===== config.mk =====
export PLATFORM = sky130hd
export DESIGN_NAME = audio_slaved_media_clock
export DESIGN_NICKNAME = d
export VERILOG_FILES = /design/src/hw/rtl/asmc_pkg.sv /design/src/hw/rtl/audio_slaved_media_clock.sv
export VERILOG_INCLUDE_DIRS = /design/src /design/src/hw/rtl
export SDC_FILE = /design/constraint.sdc
export NUM_CORES = 2
export LEC_CHECK = 0
export BUFFER_PORTS_ARGS = -buffer_cell sky130_fd_sc_hd__buf_2
export CAP_MARGIN = 20
export CELL_PAD_IN_SITES_DETAIL_PLACEMENT = 1
export CELL_PAD_IN_SITES_GLOBAL_PLACEMENT = 2
export CORE_MARGIN = 4
export CORE_UTILIZATION = 45
export DETAILED_ROUTE_END_ITERATION = 8
export PLACE_DENSITY = 0.95
export SYNTH_ARGS = -nofsm -noshare
export SYNTH_HDL_FRONTEND = slang
export SYNTH_SLANG_ARGS = --single-unit

===== constraint.sdc =====
create_clock -name clk_i -period 17.2 [get_ports clk_i]
set_input_delay 2.58 -clock clk_i [delete_from_list [all_inputs] [get_ports clk_i]]
set_output_delay 2.58 -clock clk_i [all_outputs]
set_load 0.005 [all_outputs]

===== src/hw/rtl/audio_slaved_media_clock_assert.svh =====
`ifndef AUDIO_SLAVED_MEDIA_CLOCK_ASSERT_SVH
`define AUDIO_SLAVED_MEDIA_CLOCK_ASSERT_SVH

// same-cycle implication, checked outside reset
`define ASMC_ASSERT_IMP(lbl, ante, cons, msg) \
  lbl: assert property (@(posedge clk_i) disable iff (!rst_ni) (ante) |-> (cons)) \
    else $error(msg);

// next-cycle implication, checked outside reset
`define ASMC_ASSERT_NXT(lbl, ante, cons, msg) \
  lbl: assert property (@(posedge clk_i) disable iff (!rst_ni) (ante) |=> (cons)) \
    else $error(msg);

`endif


===== src/hw/rtl/asmc_pkg.sv =====
package asmc_pkg;

  localparam logic [18:0] RATE_DEFAULT = 19'd48000;
  localparam logic [29:0] NS_PER_S     = 30'd1000000000;
  localparam logic [63:0] POS_MAX      = 64'h7fff_ffff_ffff_ffff;
  localparam int unsigned DIV_BITS     = 94;
  localparam int unsigned CNT_W        = $clog2(DIV_BITS);

  typedef enum logic [2:0] {
    CMD_QUERY  = 3'd0,
    CMD_PLAY   = 3'd1,
    CMD_PAUSE  = 3'd2,
    CMD_SEEK   = 3'd3,
    CMD_RERATE = 3'd4,
    CMD_SOURCE = 3'd5
  } cmd_e;

  typedef enum logic [3:0] {
    S_IDLE,
    S_DISP,
    S_CP,
    S_MUL_LO,
    S_MUL_HI,
    S_SUM,
    S_DIV,
    S_ADD,
    S_POST,
    S_REANCHOR,
    S_OUT
  } state_e;

endpackage


===== src/hw/rtl/audio_slaved_media_clock.sv =====
// Media position clock slaved to an audio played-frame counter.
// Input stream: s_axis_tuser carries the command and the frames_ok flag,
// s_axis_tdata the counter reading and the seek target. Each transaction
// yields exactly one output transaction with the clock position, the
// running flag and the reading-rejected flag.
// The user must write sample_rate through cfg_we_i / cfg_wdata_i only while
// idle; the block itself does not enforce it. Zero means 48000 frames per second.
// Commands that take no reading while running, or whose running reading
// is rejected, take a short path to m_axis_tvalid. A believed running
// reading for a query, pause, rerate or source change goes through the
// two-pass 32x30 multiply of the frame delta and the 94-step bit-serial
// divide by the sample rate that follows it, and a rerate or source
// change also re-anchors in S_REANCHOR.
// One item at a time: s_axis_tready is high only while the block is idle,
// so a new transaction is accepted only after the result has been taken.
// The result stays in registers with m_axis_tvalid high until
// m_axis_tready takes it; a stalled receiver holds the block and the
// input stays not ready.
// Reset: clock paused at position 0, no anchor, no reading seen, sample
// rate 48000, both channels empty.
module audio_slaved_media_clock
  import asmc_pkg::*;
(
  input  logic         clk_i,
  input  logic         rst_ni,
  input  logic         cfg_we_i,
  input  logic [18:0]  cfg_wdata_i,    // sample_rate
  input  logic         s_axis_tvalid,
  output logic         s_axis_tready,
  input  logic [127:0] s_axis_tdata,   // frames[62:0], target_ns[126:63], zero[127]
  input  logic [3:0]   s_axis_tuser,   // cmd[2:0], frames_ok[3]
  output logic         m_axis_tvalid,
  input  logic         m_axis_tready,
  output logic [71:0]  m_axis_tdata    // position_ns[63:0], is_playing[64],
                                       // reading_rejected[65], zero[71:66]
);

  state_e state_q, state_d;

  logic [18:0]        rate_q;
  logic [2:0]         cmd_q, cmd_d;
  logic [62:0]        f_q, f_d;
  logic               ok_q, ok_d;
  logic signed [63:0] tgt_q, tgt_d;
  logic               rej_q, rej_d;
  logic               running_q, running_d;
  logic signed [63:0] paused_q, paused_d;
  logic signed [63:0] ap_q, ap_d;
  logic signed [63:0] lp_q, lp_d;
  logic signed [63:0] here_q, here_d;
  logic [62:0]        af_q, af_d;
  logic               av_q, av_d;
  logic [62:0]        hr_q, hr_d;
  logic               hv_q, hv_d;
  logic [63:0]        delta_q, delta_d;
  logic [61:0]        prod_lo_q, prod_lo_d;
  logic [61:0]        prod_hi_q, prod_hi_d;
  logic [DIV_BITS-1:0] dvd_q, dvd_d;
  logic [18:0]        rem_q, rem_d;
  logic [CNT_W-1:0]   cnt_q, cnt_d;

  logic [18:0]        rate_eff;
  logic               take_ok;
  logic [31:0]        mul_a;
  logic [61:0]        mul_p;
  logic [19:0]        trial;
  logic               trial_ge;
  logic [63:0]        elapsed;
  logic [64:0]        sum65;
  logic signed [63:0] sum_sat;
  logic signed [63:0] pos_out;

  assign rate_eff = (rate_q == '0) ? RATE_DEFAULT : rate_q;
  assign take_ok  = ok_q && !(hv_q && (f_q < hr_q));

  assign mul_a = (state_q == S_MUL_HI) ? delta_q[63:32] : delta_q[31:0];
  assign mul_p = {30'd0, mul_a} * {32'd0, NS_PER_S};

  assign trial    = {rem_q, dvd_q[DIV_BITS-1]};
  assign trial_ge = trial >= {1'b0, rate_eff};

  assign elapsed = (dvd_q[DIV_BITS-1:63] != '0) ? POS_MAX : {1'b0, dvd_q[62:0]};
  assign sum65   = {ap_q[63], ap_q} + {1'b0, elapsed};
  assign sum_sat = (sum65[64:63] == 2'b01) ? POS_MAX : sum65[63:0];

  assign pos_out       = running_q ? lp_q : paused_q;
  assign s_axis_tready = (state_q == S_IDLE);
  assign m_axis_tvalid = (state_q == S_OUT);
  assign m_axis_tdata  = {6'd0, rej_q, running_q, pos_out};

  always_comb begin
    state_d   = state_q;
    cmd_d     = cmd_q;
    f_d       = f_q;
    ok_d      = ok_q;
    tgt_d     = tgt_q;
    rej_d     = rej_q;
    running_d = running_q;
    paused_d  = paused_q;
    ap_d      = ap_q;
    lp_d      = lp_q;
    here_d    = here_q;
    af_d      = af_q;
    av_d      = av_q;
    hr_d      = hr_q;
    hv_d      = hv_q;
    delta_d   = delta_q;
    prod_lo_d = prod_lo_q;
    prod_hi_d = prod_hi_q;
    dvd_d     = dvd_q;
    rem_d     = rem_q;
    cnt_d     = cnt_q;

    unique case (state_q)
      S_IDLE: begin
        if (s_axis_tvalid) begin
          cmd_d   = s_axis_tuser[2:0];
          ok_d    = s_axis_tuser[3];
          f_d     = s_axis_tdata[62:0];
          tgt_d   = s_axis_tdata[126:63];
          rej_d   = 1'b0;
          state_d = S_DISP;
        end
      end
      S_DISP: begin
        unique case (cmd_q)
          CMD_PLAY: begin
            if (running_q) begin
              state_d = S_OUT;
            end else begin
              running_d = 1'b1;
              here_d    = paused_q;
              state_d   = S_REANCHOR;
            end
          end
          CMD_PAUSE: state_d = running_q ? S_CP : S_OUT;
          CMD_SEEK: begin
            if (!running_q) begin
              paused_d = tgt_q;
            end
            here_d  = tgt_q;
            state_d = S_REANCHOR;
          end
          CMD_RERATE: state_d = running_q ? S_CP : S_OUT;
          default:    state_d = S_CP;
        endcase
      end
      S_CP: begin
        if (!running_q) begin
          here_d  = paused_q;
          state_d = S_POST;
        end else if (!take_ok) begin
          rej_d   = 1'b1;
          here_d  = lp_q;
          state_d = S_POST;
        end else begin
          hr_d = f_q;
          hv_d = 1'b1;
          if (!av_q) begin
            ap_d    = lp_q;
            af_d    = f_q;
            av_d    = 1'b1;
            delta_d = '0;
          end else begin
            delta_d = {1'b0, f_q} - {1'b0, af_q};
          end
          state_d = S_MUL_LO;
        end
      end
      S_MUL_LO: begin
        prod_lo_d = mul_p;
        state_d   = S_MUL_HI;
      end
      S_MUL_HI: begin
        prod_hi_d = mul_p;
        state_d   = S_SUM;
      end
      S_SUM: begin
        dvd_d   = {prod_hi_q, 32'd0} + {32'd0, prod_lo_q};
        rem_d   = '0;
        cnt_d   = '0;
        state_d = S_DIV;
      end
      S_DIV: begin
        rem_d = trial_ge ? 19'(trial - {1'b0, rate_eff}) : trial[18:0];
        dvd_d = {dvd_q[DIV_BITS-2:0], trial_ge};
        cnt_d = cnt_q + 1'b1;
        if (cnt_q == CNT_W'(DIV_BITS - 1)) begin
          state_d = S_ADD;
        end
      end
      S_ADD: begin
        lp_d    = sum_sat;
        here_d  = sum_sat;
        state_d = S_POST;
      end
      S_POST: begin
        unique case (cmd_q)
          CMD_PAUSE: begin
            paused_d  = here_q;
            running_d = 1'b0;
            state_d   = S_OUT;
          end
          CMD_RERATE: state_d = S_REANCHOR;
          CMD_SOURCE: begin
            hv_d    = 1'b0;
            hr_d    = '0;
            state_d = S_REANCHOR;
          end
          default: state_d = S_OUT;
        endcase
      end
      S_REANCHOR: begin
        ap_d = here_q;
        lp_d = here_q;
        if (take_ok) begin
          hr_d = f_q;
          hv_d = 1'b1;
          af_d = f_q;
          av_d = 1'b1;
        end else begin
          rej_d = 1'b1;
          af_d  = '0;
          av_d  = 1'b0;
        end
        state_d = S_OUT;
      end
      S_OUT: begin
        if (m_axis_tready) begin
          state_d = S_IDLE;
        end
      end
      default: state_d = S_IDLE;
    endcase
  end

  always_ff @(posedge clk_i or negedge rst_ni) begin
    if (!rst_ni) begin
      state_q   <= S_IDLE;
      rate_q    <= RATE_DEFAULT;
      rej_q     <= 1'b0;
      running_q <= 1'b0;
      paused_q  <= '0;
      ap_q      <= '0;
      lp_q      <= '0;
      af_q      <= '0;
      av_q      <= 1'b0;
      hr_q      <= '0;
      hv_q      <= 1'b0;
    end else begin
      state_q   <= state_d;
      if (cfg_we_i) begin
        rate_q <= cfg_wdata_i;
      end
      rej_q     <= rej_d;
      running_q <= running_d;
      paused_q  <= paused_d;
      ap_q      <= ap_d;
      lp_q      <= lp_d;
      af_q      <= af_d;
      av_q      <= av_d;
      hr_q      <= hr_d;
      hv_q      <= hv_d;
    end
  end

  always_ff @(posedge clk_i) begin
    cmd_q     <= cmd_d;
    f_q       <= f_d;
    ok_q      <= ok_d;
    tgt_q     <= tgt_d;
    here_q    <= here_d;
    delta_q   <= delta_d;
    prod_lo_q <= prod_lo_d;
    prod_hi_q <= prod_hi_d;
    dvd_q     <= dvd_d;
    rem_q     <= rem_d;
    cnt_q     <= cnt_d;
  end

`include "audio_slaved_media_clock_assert.svh"

  `ASMC_ASSERT_IMP(a_busy_not_ready, m_axis_tvalid, !s_axis_tready, "ready while result pending")
  `ASMC_ASSERT_NXT(a_accept_dispatch, s_axis_tvalid && s_axis_tready, state_q == S_DISP, "accept without dispatch")
  `ASMC_ASSERT_IMP(a_rem_below_rate, state_q == S_DIV, rem_q < rate_eff, "divider remainder out of range")
  `ASMC_ASSERT_IMP(a_highest_cleared, !hv_q, hr_q == '0, "stale highest reading")
  `ASMC_ASSERT_IMP(a_anchor_order, av_q && hv_q, af_q <= hr_q, "anchor frame above highest reading")

endmodule

# After elaboration in Yosys (flattened, before gate mapping)
# Cells that the tools add are included.
word_totals:
  register_bits: 830
  input_bits: 156
  output_inout_bits: 74
  wordCells: 143
classes:
  n_addsub: 5
  n_mul: 1
  magnitude_cmp: 2
  eq_ne: 31
  n_mux: 57
  n_reduce_logical: 25
ops:
  columns: ["cell", "count"]
  rows:
  - ["$mux 64", 11]
  - ["$pmux 64 s2", 4]
  - ["$mux 63", 8]
  - ["$pmux 64 s3", 1]
  - ["$pmux 63 s3", 1]
  - ["$pmux 94 s2", 1]
  - ["$pmux 63 s2", 1]
  - ["$add 94x62->94", 1]
  - ["$add 64x64->65", 1]
  - ["$sub 63x63->64", 1]
  - ["$lt 63x63->1", 1]
  - ["$mul 32x21->53 const B", 1]
  - ["$pmux 4 s11", 1]
  - ["$mux 19", 2]
  - ["$pmux 19 s2", 1]
  - ["$mux 32", 1]
  - ["$reduce_bool 31->1", 1]
  - ["$mux 4", 6]
  - ["$ge 20x19->1", 1]
  - ["$logic_not 19->1", 1]
  - ["$sub 19x19->19", 1]
  - ["$reduce_and 3->1", 6]
  - ["$eq 4x3->1 const B", 4]
  - ["$ne 2x2->1 const B", 8]
  - ["26 further kinds", 56]

# Logic depth before layout (Yosys ltp)
depth:
  depth_word: 7
  depth_mapped: 33
  mapped_depth_nobuf: 28

# Worst setup path after synthesis
# No wires, ideal clock.
synth_timing:
  kind: "register -> register"
  from: "reg state_q[3]"
  to: "reg prod_hi_q[58] (data pin)"
  arrival_ns: 9.244
  required_time_ns: 16.935
  path_slack_ns: 7.692
  path_stages_with_launch: 32
  path_cell_list: "dfrtp_1 > clkbuf_1 > nand2b_1 > nor3_1 > clkbuf_1 > clkbuf_1 > buf_2 > mux2i_1 > inv_1 > ha_1 > inv_1 > fa_1 > fa_1 > fa_1 > fa_1 > inv_1 > fa_1 > inv_1 > fa_1 > inv_1 > ha_1 > buf_2 > nand2_1 > o21ai_1 > a221o_1 > o311ai_1 > or4b_1 > o21ai_1 > a31oi_1 > o41ai_1 > a21oi_1 > xnor2_1"
synth_via:
  elab_chain_cells: 3
synth_lines:
  columns: ["element", "line_no", "source"]
  rows:
  - ["from (decl)", "audio_slaved_media_clock.sv:38", "state_e state_q, state_d;"]
  - ["from (signal assigned)", "audio_slaved_media_clock.sv:251", "state_q <= state_d;"]
  - ["$eq 4x3->1", "audio_slaved_media_clock.sv:76", "assign mul_a = (state_q == S_MUL_HI) ? delta_q[63:32] : delta_q[31:0];"]
  - ["$mux 32", "audio_slaved_media_clock.sv:76", null]
  - ["$mul 32x21->53", "audio_slaved_media_clock.sv:77", "assign mul_p = {30'd0, mul_a} * {32'd0, NS_PER_S};"]
  - ["net mul_p[58]", "audio_slaved_media_clock.sv:65", "logic [61:0] mul_p;"]
  - ["to (signal assigned)", "audio_slaved_media_clock.sv:275", "prod_hi_q <= prod_hi_d;"]
  - ["to (decl)", "audio_slaved_media_clock.sv:57", "logic [61:0] prod_hi_q, prod_hi_d;"]
# The timed path passes the listed nets, and every way through them passes these cells.
# A chain may end at the register's enable or synchronous reset.

# Worst setup path after layout
layout_timing:
  from: "reg state_q[2]"
  to: "reg prod_lo_q[60] (data pin)"
layout_via:
  elab_chain_cells: 3
layout_lines:
  columns: ["element", "line_no", "source"]
  rows:
  - ["$eq 4x3->1", "audio_slaved_media_clock.sv:76", null]
  - ["$mux 32", "audio_slaved_media_clock.sv:76", null]
  - ["$mul 32x21->53", "audio_slaved_media_clock.sv:77", null]
  - ["net mul_p[60]", "audio_slaved_media_clock.sv:65", null]
  - ["to (signal assigned)", "audio_slaved_media_clock.sv:274", "prod_lo_q <= prod_lo_d;"]
  - ["to (decl)", "audio_slaved_media_clock.sv:56", "logic [61:0] prod_lo_q, prod_lo_d;"]
# The timed path passes the listed nets, and every way through them passes these cells.

==> results.cfg <==
[global_routing]
grt_usage_pct = 26.0
grt_overflow = 0
grt_pass1_wl_um = 281000
grt_pass1_vias = 48729
grt_max_degree = 112
antenna_found_initial = 0

[drt]
vias_per_cell = 5.76
drt_pre_antenna_iters = 5
wirelength_um = 180000
routedWlPerCell_um = 23.1
wl_met3_um = 7230
remaining_drc_errors = 0
wl_met1_um = 73900
top_layer_used = met4
ant_nets = 0
via_count = 44692
met2_wirelength_um = 91200
drt_iter0_drc = 2903

[clock_tree]
post-cts-setup-buffers = 0
tritoncts = done
cts_buffers = 91
clock_latency_ns = 0.73
postCtsHoldBufs = 0
post_cts_resized = 0
cts.sinks = 830
htreeDepth = 3
clockBufferDepth = 3
cts_root_buffer = clkbuf_16
clk_pin_slew_ns = 0.06

[setup_path]
regToRegStartpoint = state_q[2]$_DFFE_PN0P_
worst_ep_required_time_ns = 17.59
r2r-end = prod_lo_q[60]$_DFFE_PP_
rr_worst_depth = 29
cp_common_cell = inv_1
cp-start-kind = register
end_kind = register
cp_slowest_stage_delay_ns = 0.79
crit_path_top_delay_cell = mux2i_1
cp_top_family = adder cells
cp.arrival_ns = 10.62
cp_max_fo = 61
cp_num_buf_inv = 9
path_class = register to register
r2r_slack_ns = 6.97

[synth]
synthArstFlopShare_pct = 41.6
ys_ff_latch = 830
synth-edff-count = 485
synth_warnings = 0
ys_seq_area_share_pct = 39.3
syn_area_sq_mm = 0.0590
dominantRegCellSynth = edfxtp_1
synth_cells = 5834
synth_area_per_cell_sq_um = 10.1
synth_cell_type_count = 84

[placement]
place.port_buffers = 222
routabilityCongestion = 0.917
hpwl_um = 136000
dp.cells = 7590

[sta]
max_freq_ghz = 0.0978
max_slew_margin_pct = 28.0
rsz0062_at_grt = false
setup_viol = 0
finalCriticalPeriod_ns = 10.23
fin_crit_sh_pct = 59.5
drv_slew = 0
final_hold_viol_count = 0
fin_worst_skew_ns = 0.0732
setup_tns_ns = 0
worstMarginPinSlew_ns = 1.08

[layout]
layout.cells.non_filler = 7762
fin_nets = 6896
area_growth_pct = 9.79
drive_above_1_share_pct = 9.45
final_cell_mix = inv_1 (684), nand2_1 (641), ha_1 (489)
diodes = 0
layout_commonest_cell = inv_1

[floorplan]
fp.dieArea_sq_mm = 0.137
die_h_um = 370
start_util_pct = 45.5
io_pins = 230
core_area_sq_mm = 0.130
die_w_um = 370
placementRows = 132

[min_path]
hold_start = hr_q[31]$_DFFE_PN0P_
whs_path_depth = 1
hp-class = register to register
min_to = hr_q[31]$_DFFE_PN0P_

[status]
status = finished clean

[flow_run]
drv_cap = 0
[worst reg2reg max path: cells and delay by family (launching register included)]
family / cells / cell delay (ns)
AO/OA/AOI/OAI: 6 / 1.78
XOR/XNOR: 1 / 0.17
adder cells (fa/ha/maj): 7 / 3.37
buffers and inverters: 9 / 1.92
flip-flops: 1 / 0.64
multiplexers: 1 / 0.81
AND/OR/NAND/NOR: 5 / 1.19
[registers in the layout, indices dropped and copies added, names as in the netlist, 64 cells and up]
| register | cells |
|---|---|
| tgt_q | 64 |
| delta_q | 64 |
| ap_q | 64 |
| paused_q | 64 |
| here_q | 64 |
| lp_q | 64 |
| dvd_q | 94 |
[Yosys cell counts (11+ instances only)]
| library cell | number | share of area, % |
|---|---|---|
| nor4_1 | 26 | 0.28 |
| nand2_1 | 645 | 4.1 |
| mux2_2 | 83 | 1.6 |
| ha_1 | 489 | 10 |
| a21o_1 | 108 | 1.4 |
| o211ai_1 | 37 | 0.47 |
| a22o_1 | 129 | 1.9 |
| edfxtp_1 | 485 | 25 |
| and3_1 | 38 | 0.40 |
| o21a_1 | 27 | 0.34 |
| buf_4 | 11 | 0.14 |
| nor2b_1 | 24 | 0.25 |
| xnor2_1 | 151 | 2.2 |
| o21ai_1 | 60 | 0.51 |
| dfrtp_1 | 338 | 14 |
| a21oi_1 | 365 | 3.1 |
| xor2_1 | 78 | 1.2 |
| a31oi_1 | 40 | 0.42 |
| mux2i_1 | 178 | 3.0 |
| clkbuf_1 | 205 | 1.3 |
| and4_1 | 11 | 0.16 |
| inv_1 | 684 | 4.4 |
| nand3_1 | 97 | 0.82 |
| a211oi_1 | 31 | 0.39 |
| fa_1 | 309 | 10 |
| buf_1 | 16 | 0.10 |
| nand2b_1 | 26 | 0.28 |
| o31ai_1 | 23 | 0.29 |
| buf_2 | 27 | 0.23 |
| nor3_1 | 71 | 0.60 |
| nor3b_1 | 16 | 0.20 |
| o21ai_0 | 321 | 2.7 |
| a21boi_0 | 43 | 0.55 |
| nand4_1 | 66 | 0.70 |
| a221oi_1 | 13 | 0.19 |
| o21bai_1 | 47 | 0.60 |
| or3_1 | 74 | 0.78 |
| and2_1 | 29 | 0.31 |
| nor2_1 | 259 | 1.6 |
[logic make-up (layout without fill, tap and decap cells)]
logic type      after synthesis  count (layout)  share of synthesized area [%]
simple gates               1415            1415                           11.0
other cells                   1               6                        0.00636
mux                         261             261                           4.60
flops                       830             830                           39.3
xor+xnor                    229             229                           3.40
compound gates             1351            1351                           14.5
fa+ha+maj                   798             798                           20.9
buf+inv                     949            1130                           6.24
[how the worst max path moves through the flow]
stage	cells past startpoint	start	slack (ns)	end
6_report	29	state_q[2]$_DFFE_PN0P_	6.97	prod_lo_q[60]$_DFFE_PP_
2_1_floorplan	31	state_q[3]$_DFFE_PN0P_	7.69	prod_hi_q[58]$_DFFE_PP_
3_3_place_gp	29	state_q[2]$_DFFE_PN0P_	7.44	prod_hi_q[58]$_DFFE_PP_
3_5_place_dp	29	state_q[2]$_DFFE_PN0P_	7.08	prod_lo_q[58]$_DFFE_PP_
5_1_grt	29	state_q[2]$_DFFE_PN0P_	6.42	prod_lo_q[60]$_DFFE_PP_
4_1_cts	29	state_q[2]$_DFFE_PN0P_	6.95	prod_lo_q[60]$_DFFE_PP_
[per-stage QoR]
| stage | hold WS, ns | setup slack (ns) | instance area (sq um) | util, % |
|---|---|---|---|---|
| floorplan | 0.464 | 7.69 | 59000 | - |
| global placement | 0.480 | 7.44 | 61800 | 47.6 |
| detailed placement | 0.481 | 7.08 | 61800 | 47.6 |
| CTS | 0.504 | 6.95 | 64800 | 49.9 |
| global route | 0.511 | 6.42 | 64800 | 49.9 |
| finish | 0.498 | 6.97 | 64800 | 49.9 |
[metal layers]
metal | vias up | global-route usage, %
li1 | 20565 | -
met1 | 22748 | 32.1
met2 | 1043 | 46.8
met3 | 336 | 3.06
met4 | 0 | 9.76
met5 | - | 0
[area by class of cell]
| cell class | instances | area [sq um] |
|---|---|---|
| flip-flops and latches | 830 | 23200 |
| well taps | 1742 | 2180 |
| inverters | 684 | 2570 |
| clock buffers | 135 | 2580 |
| fillers | 14469 | 65000 |
| clock inverters | 36 | 438 |
| multi-input cells | 4060 | 32300 |
| repair buffers | 275 | 1520 |
Power is not shown: default switching activity piles up to over one toggle a cycle in this logic, so the estimate is an artifact.
